==> src/acpu_pkg.sv <==
`timescale 1ns / 1ps
// ----------------------------------------------------------------------------
// acpu_pkg
// Shared types and constants of the accumulator machine: word widths,
// item commands, instruction opcodes, status codes and the control groups
// passed between the sequencer, the memory block and the execute unit.
// ----------------------------------------------------------------------------
package acpu_pkg;

  // Fixed widths of the machine.
  localparam int unsigned DATA_W       = 16;
  localparam int unsigned ADDR_W       = 12;
  localparam int unsigned PC_W         = 13;
  localparam int unsigned MEM_WORDS_DEF = 4096;

  // Command carried with each input word.
  typedef enum logic [1:0] {
    CMD_WRITE = 2'd0,
    CMD_EXEC  = 2'd1,
    CMD_BREAK = 2'd2
  } cmd_e;

  // Instruction opcodes, taken from the top nibble.
  typedef enum logic [3:0] {
    OPC_HALT  = 4'h0,
    OPC_IO    = 4'h1,
    OPC_SHIFT = 4'h2,
    OPC_LOAD  = 4'h3,
    OPC_STORE = 4'h4,
    OPC_ADD   = 4'h5,
    OPC_SUB   = 4'h6,
    OPC_AND   = 4'h7,
    OPC_OR    = 4'h8,
    OPC_XOR   = 4'h9,
    OPC_NOT   = 4'hA,
    OPC_NOP   = 4'hB,
    OPC_JMP   = 4'hC,
    OPC_JZ    = 4'hD,
    OPC_JN    = 4'hE,
    OPC_BAL   = 4'hF
  } opc_e;

  // Status reported with each result word.
  typedef enum logic [1:0] {
    STAT_HALT  = 2'd0,
    STAT_EXEC  = 2'd1,
    STAT_BREAK = 2'd2,
    STAT_ERROR = 2'd3
  } stat_e;

  // Request to the word memory.
  typedef struct packed {
    logic              en;
    logic              we;
    logic [ADDR_W-1:0] addr;
    logic [DATA_W-1:0] wdata;
  } mem_req_t;

  // Request to the breakpoint flag memory.
  typedef struct packed {
    logic              en;
    logic              we;
    logic [ADDR_W-1:0] addr;
    logic              wdata;
  } brk_req_t;

  // Outcome of one executed instruction.
  typedef struct packed {
    stat_e             status;
    logic [DATA_W-1:0] acc_nxt;
    logic [DATA_W-1:0] out_value;
    logic              pc_take;
    logic              out_valid;
    logic              out_char;
    logic              in_taken;
  } alu_res_t;

endpackage

==> src/acpu_alu.sv <==
`timescale 1ns / 1ps
// ----------------------------------------------------------------------------
// acpu_alu
// Execute unit: from the fetched instruction, the accumulator and the
// operand word it forms the new accumulator, the status and the I/O flags.
// ----------------------------------------------------------------------------
module acpu_alu (
  input  logic [acpu_pkg::DATA_W-1:0] ins_i,
  input  logic [acpu_pkg::DATA_W-1:0] acc_i,
  input  logic [acpu_pkg::DATA_W-1:0] opnd_i,
  input  logic [acpu_pkg::DATA_W-1:0] data_i,
  input  logic [acpu_pkg::PC_W-1:0]   pc_i,
  input  logic                        pc_ok_i,
  input  logic                        brk_hit_i,
  output acpu_pkg::alu_res_t          res_o
);
  import acpu_pkg::*;

  opc_e              opc;
  logic [3:0]        sh_n;
  logic [2*DATA_W-1:0] dbl;
  logic [2*DATA_W-1:0] rot_l;
  logic [2*DATA_W-1:0] rot_r;
  logic [DATA_W-1:0] sh_res;
  logic              sub_bad;
  alu_res_t          res;

  assign opc     = opc_e'(ins_i[15:12]);
  assign sh_n    = ins_i[3:0];
  assign sub_bad = ins_i[9] | ins_i[8];

  // Shift and rotate by the low nibble; bit 11 selects rotate, bit 10 right.
  assign dbl   = {acc_i, acc_i};
  assign rot_l = dbl << sh_n;
  assign rot_r = dbl >> sh_n;
  always_comb begin
    case ({ins_i[11], ins_i[10]})
      2'b00:   sh_res = acc_i << sh_n;
      2'b01:   sh_res = acc_i >> sh_n;
      2'b10:   sh_res = rot_l[2*DATA_W-1:DATA_W];
      default: sh_res = rot_r[DATA_W-1:0];
    endcase
  end

  // Instruction decode and result forming.
  always_comb begin
    res           = '0;
    res.status    = STAT_EXEC;
    res.acc_nxt   = acc_i;
    res.pc_take   = 1'b1;
    if (!pc_ok_i) begin
      res.status  = STAT_ERROR;
      res.pc_take = 1'b0;
    end else begin
      case (opc)
        OPC_HALT: begin
          res.status  = STAT_HALT;
          res.pc_take = 1'b0;
        end
        OPC_IO: begin
          if (sub_bad) begin
            res.status  = STAT_ERROR;
            res.pc_take = 1'b0;
          end else if (ins_i[11]) begin
            res.out_valid = 1'b1;
            res.out_char  = ins_i[10];
            res.out_value = acc_i;
          end else begin
            res.in_taken = 1'b1;
            res.acc_nxt  = data_i;
          end
        end
        OPC_SHIFT: begin
          // The accumulator changes even when the sub-opcode is invalid.
          res.acc_nxt = sh_res;
          if (sub_bad) begin
            res.status  = STAT_ERROR;
            res.pc_take = 1'b0;
          end
        end
        OPC_LOAD:  res.acc_nxt = opnd_i;
        OPC_ADD:   res.acc_nxt = acc_i + opnd_i;
        OPC_SUB:   res.acc_nxt = acc_i - opnd_i;
        OPC_AND:   res.acc_nxt = acc_i & opnd_i;
        OPC_OR:    res.acc_nxt = acc_i | opnd_i;
        OPC_XOR:   res.acc_nxt = acc_i ^ opnd_i;
        OPC_NOT:   res.acc_nxt = ~acc_i;
        OPC_BAL:   res.acc_nxt = DATA_W'(pc_i + PC_W'(1));
        default:   ;
      endcase
    end
    if (res.pc_take && brk_hit_i) begin
      res.status = STAT_BREAK;
    end
  end

  assign res_o = res;

endmodule

==> config.mk <==
export PLATFORM = sky130hd
export DESIGN_NAME = acpu_alu
export DESIGN_NICKNAME = d
export VERILOG_FILES = /design/src/acpu_pkg.sv /design/src/acpu_alu.sv
export SDC_FILE = /design/constraint.sdc
export NUM_CORES = 1
export LEC_CHECK = 0
export BUFFER_PORTS_ARGS = -buffer_cell sky130_fd_sc_hd__buf_2
export CORE_MARGIN = 8
export CORE_UTILIZATION = 55
export DETAILED_ROUTE_END_ITERATION = 8
export PLACE_DENSITY = 0.8
export SYNTH_ARGS = -nofsm -noshare
export SYNTH_HDL_FRONTEND = slang
export SYNTH_SLANG_ARGS = --single-unit
==> constraint.sdc <==
create_clock -name vclk -period 10.8
set_clock_uncertainty 0.05 [all_clocks]
set_input_delay 1.08 -clock vclk [all_inputs]
set_output_delay 1.08 -clock vclk [all_outputs]
set_load 0.05 [all_outputs]
# --- Word level (Yosys, flattened, before mapping) ---
# Index checks and enable logic that the tools add are counted.
word_totals:
  ff_bits: 0
  input_bits: 79
classes:
  add_sub_neg: 3
  n_eq_ne: 12
  n_shift: 4
  mux: 19
  n_bitwise: 5
  n_reduce_logical: 4
op_table:
  columns: ["operator", "count"]
  rows:
  - ["16-bit one-hot mux with 10 select lines", 1]
  - ["32-bit two-way mux", 2]
  - ["16-bit two-way mux", 3]
  - ["16-bit one-hot mux with 3 select lines", 1]
  - ["32-bit by 4-bit left shift with 32-bit output", 1]
  - ["32-bit by 4-bit >> shifter with 16-bit output", 1]
  - ["16-bit adder", 1]
  - ["16-bit bitwise AND", 1]
  - ["4-bit equality test (second input constant)", 4]
  - ["16-bit inverter", 1]
  - ["16-bit OR", 1]
  - ["16-bit by 4-bit left shift with 16-bit output", 1]
  - ["16-bit by 4-bit >> shifter with 16-bit output", 1]
  - ["16-bit subtractor", 1]
  - ["16-bit XOR", 1]
  - ["13-bit by 1-bit adder with 14-bit output (second input constant)", 1]
  - ["4-bit by 3-bit equality test with 1-bit output (second input constant)", 3]
  - ["3-bit two-way mux", 3]
  - ["4-bit by 2-bit equality test with 1-bit output (second input constant)", 2]
  - ["2-bit two-way mux", 4]
  - ["4-bit by 1-bit equality test with 1-bit output (second input constant)", 1]
  - ["4-bit zero test", 1]
  - ["2-bit one-hot mux with 2 select lines", 1]
  - ["1-bit two-way mux", 3]
  - ["other kinds (7)", 7]

# --- Longest topological paths before layout ---
# Gate-level depths: netlist of the first run.
logic_depth:
  word_depth: 6
  mapped_depth: 15

# --- Worst setup path before layout of the first run ---
# OpenSTA, ideal clock, no wires.
synth_timing:
  path_kind: "input to output"
  startpoint: "in ins_i[12] (netlist name)"
  endpoint: "out res_o[29] (netlist name)"
  arrival_ns: 4.418
  required_time_ns: 9.670
  path_slack_ns: 5.252
  cell_stages: 13
  n_path_buf: 3
  path_cell_list: "buf_2 -> clkbuf_1 -> or2_2 -> clkbuf_1 -> o21ai_0 -> xnor2_1 -> ha_1 -> a2111o_1 -> o21ai_0 -> o21ai_0 -> xor2_1 -> a211oi_1 -> o2bb2ai_1"
synth_lines:
  columns: ["element", "line_no", "source"]
  rows:
  - ["start: declaration", "acpu_alu.sv:8", "input logic [acpu_pkg::DATA_W-1:0] ins_i,"]
  - ["end: declaration", "acpu_alu.sv:15", "output acpu_pkg::alu_res_t res_o"]

==> results.rst, run 1 <==
.. list-table::
   :header-rows: 1

   * - Metric
     - Value
   * - Worst IR Drop VDD
     - 38.2 uV
   * - Overall Power
     - 0.330 mW
   * - Synth top area share
     - 0.107
   * - Number of design rule violations left after detail routing
     - 0
   * - Final setup violating endpoints
     - 0
   * - Element type at the critical path end
     - output port
   * - Area of all sequential standard cells
     - 0 um2
   * - Iteration-0 DRC Markers
     - 903
   * - Result of the run
     - finished clean
   * - Ranking of synthesized cells by area
     - sky130_fd_sc_hd__ha_1 11%, sky130_fd_sc_hd__mux4_2 9.4%, sky130_fd_sc_hd__mux2i_1 7.2%
   * - Proportion of layout cells with a drive suffix above 1
     - 0.197
   * - Number of nets produced by synthesis
     - 951
   * - Net switching power figure
     - 0.212 mW
   * - Sequential share of the synthesized area
     - 0
   * - Gpl congestion
     - 1.01
   * - Part of the total power dissipated in sequential elements
     - 0
   * - Portion of total power attributed to the clock network
     - 0
   * - Diode insertion count for antenna repair
     - 0
   * - End point of the most critical hold path
     - res_o[3]
   * - Final design utilization
     - 0.601
   * - Fin crit period
     - 6.12 ns
   * - Std-Cell Rows
     - 37
   * - Slew at the pin with the worst max-slew slack
     - 0.884 ns
   * - Layout Nets
     - 994
   * - Average cell area after synthesis
     - 6.98 um2
   * - Kind of launch point of the worst setup path
     - primary input
   * - Switching portion of total power
     - 0.642
   * - Placed wire-length estimate after detailed placement
     - 16.9 mm
   * - Worst hold start
     - pc_ok_i
   * - Number of routed nets with antenna violations
     - 0
   * - Signal arrival time at the worst endpoint
     - 4.99 ns
   * - Global-route congestion overflow total
     - 0
   * - Total core area
     - 0.0102 mm2
   * - Hold Slack
     - 2.58 ns
   * - Power density cells
     - 53.6 mW/mm2
   * - Highest-utilization routing layer at the global route stage
     - met2
   * - Die Wd
     - 118 um
   * - Internal portion of total power
     - 0.118 mW
   * - Grt met1 use
     - 0.419
   * - Aggregate routed wire length
     - 22.6 mm
   * - Critical path required time
     - 9.67 ns
   * - Number of clock-tree buffers in the layout
     - 0
   * - Maximum fanout along the worst path
     - 27
   * - Total of hold buffers inserted after clock tree synthesis
     - 0
   * - Commonest cells in the netlist
     - 78 x sky130_fd_sc_hd__nor2_1, 69 x sky130_fd_sc_hd__nand2_1, 58 x sky130_fd_sc_hd__a21oi_1, 52 x sky130_fd_sc_hd__o21ai_0, 49 x sky130_fd_sc_hd__ha_1
   * - Slew Viols, Final
     - 0
   * - Top-count cell post-synth
     - sky130_fd_sc_hd__nor2_1
   * - Final clock period utilization by the worst path
     - 0.567
   * - Hold Violations, Final
     - 0
   * - Leakage dissipation
     - 2.63 nW
   * - DRT Pass-1 Iters
     - 7
   * - Io pins
     - 117
   * - Routing usage on met3
     - 0.0781
   * - Number of cells in the design after placement
     - 999
   * - Worst hold path depth
     - 3
   * - Highest Clock Rate
     - 163 MHz
   * - Post-CTS Setup Inserts
     - 0
   * - Number of antenna violations at the first check in global routing
     - 0
   * - Worst Setup Slack, final
     - 4.68 ns
   * - Setup repair after global routing missed its margin
     - false
   * - Buffers added on ports
     - 113
   * - Placed Area
     - 0.00615 mm2
   * - Yosys top cell by area
     - sky130_fd_sc_hd__ha_1
   * - Pin count of the biggest net entering global routing
     - 73
   * - Layout Area Growth over Synthesis
     - 7.19%
   * - Number of vias after detailed routing
     - 6963
   * - Number of global-route vias before repair
     - 6387
   * - Synth unique cells
     - 76
   * - Worst slew margin
     - 0.408
   * - Seq_cells
     - 0
   * - Worst slack at placement
     - 4.87 ns
   * - Worst Setup Path Type
     - primary input to output port
   * - Global-route usage over all layers
     - 0.305
   * - Number of standard cells in the layout, taps in and fillers out
     - 999
   * - Synth Cell Area
     - 0.00574 mm2
   * - Resize count post-CTS
     - 0
   * - Effective utilization at floorplan
     - 0.561
   * - Max-cap check violation count
     - 0
   * - Overall die area
     - 0.0140 mm2
   * - Worst hold path type
     - primary input to output port
   * - Synth Instances
     - 822
   * - Vertical extent of the die
     - 118 um
   * - Post-detailed-route via-to-cell ratio
     - 6.97
   * - Post-route design area
     - 0.00615 mm2
   * - Routed length per instance
     - 22.6 um
   * - Comb pwr share
     - 1.000
   * - Met2 routing resource usage after global routing
     - 0.447
   * - Sum Neg Setup Slack
     - 0 ns
   * - Global-route wire length before repair
     - 35.4 mm
   * - Synth Warn #
     - 0
## cells in the final DEF, fill, tap and decap left out, drive strengths merged, types with 20 or more instances in the layout
master  instances
nor2           78
o211ai         20
buf           119
mux2i          41
mux4           26
nand3          22
a21oi          58
inv            44
xnor2          30
ha             49
nand2          69
and2           21
o21ai          55
## power groups by stage
stage                     clock, mW  sequential [mW]  combinational, mW
final                             0                0              0.330
after floorplan                   0                0              0.235
after global routing              0                0              0.353
after CTS                         0                0              0.320
after global placement            0                0              0.316
after detailed placement          0                0              0.319
## cell families (layout without fill, tap and decap cells)
logic type | after synthesis | in the layout | synth area share
buffers and inverters | 123 | 164 | 0.0959
adder cells (fa/ha/maj) | 51 | 51 | 0.112
multiplexers | 83 | 83 | 0.207
AND/OR/NAND/NOR | 260 | 260 | 0.216
XOR/XNOR | 36 | 36 | 0.0549
AO/OA/AOI/OAI | 269 | 269 | 0.315
## critical path: stages
cell,delay (ns)
sky130_fd_sc_hd__buf_2,0.47
sky130_fd_sc_hd__nand3b_1,0.15
sky130_fd_sc_hd__nor2_1,0.44
sky130_fd_sc_hd__nor2_1,0.13
sky130_fd_sc_hd__xnor2_1,0.16
sky130_fd_sc_hd__ha_1,0.33
sky130_fd_sc_hd__o21a_1,0.21
sky130_fd_sc_hd__o31a_1,0.15
sky130_fd_sc_hd__o21ai_0,0.62
sky130_fd_sc_hd__o21ai_0,0.32
sky130_fd_sc_hd__xnor2_1,0.20
sky130_fd_sc_hd__a221oi_1,0.39
sky130_fd_sc_hd__o21ai_1,0.11
sky130_fd_sc_hd__buf_2,0.22
## cell type report
cell class / instances / area [um2]
Timing Repair Buffer: 119 / 611
Inverter: 45 / 169
Fill cell: 1022 / 4080
Tap cell: 136 / 170
Multi-Input combinational cell: 699 / 5200
## worst max-delay path by stage
stage / from / end / slack [ns] / depth (start not counted)
floorplan: ins_i[12] / res_o[29] / 5.25 / 13
global placement: ins_i[13] / res_o[35] / 4.89 / 13
detailed placement: ins_i[13] / res_o[35] / 4.87 / 13
CTS: ins_i[13] / res_o[35] / 4.86 / 13
global route: ins_i[13] / res_o[35] / 4.47 / 14
finish: ins_i[13] / res_o[35] / 4.68 / 14
## routing by layer
metal  wire length (um)  part of all wire
met1               9100              0.40
met2               9470              0.42
met3               3140              0.14
met4                876             0.039
met5                  0                 0
(Power assumes the default switching activity.)
==> run 2, diff against run 1 <==
--- a/config.mk
+++ b/config.mk
@@ -7,9 +7,9 @@
 export LEC_CHECK = 0
 export BUFFER_PORTS_ARGS = -buffer_cell sky130_fd_sc_hd__buf_2
 export CORE_MARGIN = 8
-export CORE_UTILIZATION = 55
+export CORE_UTILIZATION = 53
 export DETAILED_ROUTE_END_ITERATION = 8
-export PLACE_DENSITY = 0.8
+export PLACE_DENSITY = 0.81
 export SYNTH_ARGS = -nofsm -noshare
 export SYNTH_HDL_FRONTEND = slang
 export SYNTH_SLANG_ARGS = --single-unit
==> constraint.sdc (replaced) <==
create_clock -name vclk -period 5.2
set_clock_uncertainty 0.05 [all_clocks]
set_input_delay 0.52 -clock vclk [all_inputs]
set_output_delay 0.52 -clock vclk [all_outputs]
set_load 0.05 [all_outputs]
==> run 2 against run 1 <==
  * Sequential share of layout area unchanged
  * Worst setup slack got worse by 3.9 ns
  * Global-route usage decreased by 0.19 points
  * Routed wire length increased by 1.3%
  * Die area increased by 3.3%
  * Worst hold slack got worse by 1.1 ns
  * Final cell count increased by 1.2%
  * Final area increased by 1.1%
==> results.rst, run 2 (synthesized netlist as in run 1, its figures left out) <==
.. list-table::
   :header-rows: 1

   * - Metric
     - Value
   * - Resize count post-CTS
     - 0 (unchanged)
   * - Metal2 WL
     - 9.53 mm (+0.59%)
   * - Worst path top cell family by delay
     - compound AO/OA/AOI/OAI gates
   * - Critical path required time
     - 4.63 ns (-5.04 ns)
   * - Number of clock-tree buffers in the layout
     - 0 (unchanged)
   * - Worst slew margin
     - 0.259 (-0.149)
   * - Post-CTS Setup Inserts
     - 0 (unchanged)
   * - Area of all sequential standard cells
     - 0 um2 (unchanged)
   * - Global-route wire length before repair
     - 35.5 mm (+0.23%)
   * - Number of global-route vias before repair
     - 6413 (+0.41%)
   * - Crit-path slowest cell
     - sky130_fd_sc_hd__ha_1
   * - Effective utilization at floorplan
     - 0.536 (-0.0245)
   * - Number of vias after detailed routing
     - 6959 (-0.057%)
   * - Die Wd
     - 120 um (+1.6%)
   * - DRT Pass-1 Iters
     - 7 (unchanged)
   * - Comb pwr share
     - 1.000 (about the same)
   * - Max-cap check violation count
     - 0 (unchanged)
   * - Slew Viols, Final
     - 0 (unchanged)
   * - Overall Power
     - 0.693 mW (+110%)
   * - Commonest non-fill, non-tap cell in the layout
     - sky130_fd_sc_hd__buf_2
   * - Post-detailed-route via-to-cell ratio
     - 6.88 (-1.2%)
   * - Final setup violating endpoints
     - 0 (unchanged)
   * - Leakage dissipation
     - 2.67 nW (+1.5%)
   * - Aggregate routed wire length
     - 22.9 mm (+1.3%)
   * - Signal arrival time at the worst endpoint
     - 3.89 ns (-1.10 ns)
   * - Highest Clock Rate
     - 224 MHz
   * - Layout Nets
     - 1002 (+0.80%)
   * - Number of design rule violations left after detail routing
     - 0 (unchanged)
   * - Global-route congestion overflow total
     - 0 (unchanged)
   * - Global-route usage over all layers
     - 0.303 (-0.00186)
   * - Net switching power figure
     - 0.444 mW (+110%)
   * - Iteration-0 DRC Markers
     - 938 (+3.9%)
   * - Number of routed nets with antenna violations
     - 0 (unchanged)
   * - Power density cells
     - 112 mW/mm2 (+110%)
   * - Fin crit period
     - 4.46 ns
   * - Leading cell types in the layout, fill and taps excluded
     - 113 x sky130_fd_sc_hd__buf_2, 78 x sky130_fd_sc_hd__nor2_1, 69 x sky130_fd_sc_hd__nand2_1
   * - Cell repeated most along the worst path
     - sky130_fd_sc_hd__buf_2
   * - Io pins
     - 117 (unchanged)
   * - Element type at the critical path end
     - output port
   * - Final design utilization
     - 0.581 (-0.0202)
   * - Uppermost layer routed
     - met4
   * - Total core area
     - 0.0107 mm2 (+4.6%)
   * - Part of the total power dissipated in sequential elements
     - 0 (unchanged)
   * - Slew at the pin with the worst max-slew slack
     - 1.11 ns (+0.227 ns)
   * - Hold Violations, Final
     - 0 (unchanged)
   * - Final clock period utilization by the worst path
     - 0.857
   * - Portion of total power attributed to the clock network
     - 0 (unchanged)
   * - Kind of launch point of the worst setup path
     - primary input
   * - Amount of wire on met3 after detailed routing
     - 3.36 mm (+7.1%)
   * - Worst IR Drop VDD
     - 73.2 uV (+92%)
   * - Launching element of the worst setup path
     - opnd_i[2]
   * - Result of the run
     - finished clean
   * - Proportion of layout cells with a drive suffix above 1
     - 0.204 (+0.00738)
   * - Total of hold buffers inserted after clock tree synthesis
     - 0 (unchanged)
   * - Worst hold path type
     - primary input to output port
   * - Number of fillers in the final layout
     - 1079 (+5.6%)
   * - Seq_cells
     - 0 (unchanged)
   * - Buffers added on ports
     - 113 (unchanged)
   * - Placed wire-length estimate after detailed placement
     - 17.4 mm (+3.1%)
   * - Overall die area
     - 0.0144 mm2 (+3.3%)
   * - Switching portion of total power
     - 0.640 (-0.00233)
   * - Setup repair after global routing missed its margin
     - false
   * - Routed length on met1
     - 8.98 mm (-1.4%)
   * - Layout Area Growth over Synthesis
     - 8.33%
   * - Pin count of the biggest net entering global routing
     - 51 (-30%)
   * - Vertical extent of the die
     - 120 um (+1.6%)
   * - Maximum fanout along the worst path
     - 6 (-78%)
   * - Internal portion of total power
     - 0.250 mW (+110%)
   * - Sum Neg Setup Slack
     - 0 ns (unchanged)
   * - CP max stage delay
     - 0.41 ns (-0.21 ns)
   * - Worst Setup Path Type
     - primary input to output port
   * - Buffer and inverter count on the worst path
     - 2 (unchanged)
   * - Number of antenna violations at the first check in global routing
     - 0 (unchanged)
   * - Diode insertion count for antenna repair
     - 0 (unchanged)
   * - Gpl congestion
     - 1.05 (+4.0%)
   * - Sequence of cells on the critical path
     - buf_2, nor2_1, and4_1, nand3_1, o31ai_1, xnor2_1, ha_1, nand2_1, o21ai_0, a21o_1, a21oi_1, o211ai_1, mux2_2, a32oi_1, buf_2
   * - Std-Cell Rows
     - 38 (+2.7%)
   * - Routed length per instance
     - 22.6 um (about the same)
   * - Worst hold start
     - brk_hit_i
[run 2: path summary, 6_finish.rpt]
path	to	slack (ns)	depth (start not counted)
setup / recovery	res_o[34]	0.74	15
hold / removal	res_o[36]	1.46	4
[run 2: cell type report]
type | instances | area, um2 | area share
multi-input cells | 699 | 5200 | 0.837
repair buffers | 127 | 671 | 0.108
well taps | 140 | 175 | 0.0282
inverters | 45 | 169 | 0.0272
[run 2: per-stage QoR]
stage | cells | setup slack, ns | cell area, um2 | hold slack [ns]
floorplan | 822 | 0.772 | 5740 | 1.25
global placement | 1011 | 0.827 | 6220 | 1.44
detailed placement | 1011 | 0.801 | 6220 | 1.46
CTS | 1011 | 0.790 | 6220 | 1.46
global route | 1011 | 0.411 | 6220 | 1.50
finish | 1011 | 0.741 | 6220 | 1.46
[run 2: metal layers]
metal | vias to the layer above | GRT usage
li1 | 3182 | -
met1 | 3163 | 0.410
met2 | 539 | 0.452
met3 | 75 | 0.0752
met4 | 0 | 0.117
met5 | - | 0
[run 2: power groups by stage]
stage	Combinational (mW)	Sequential (mW)	Clock, mW
3_3_place_gp	0.666	0	0
5_1_grt	0.742	0	0
2_1_floorplan	0.487	0	0
6_report	0.693	0	0
3_5_place_dp	0.670	0	0
4_1_cts	0.673	0	0
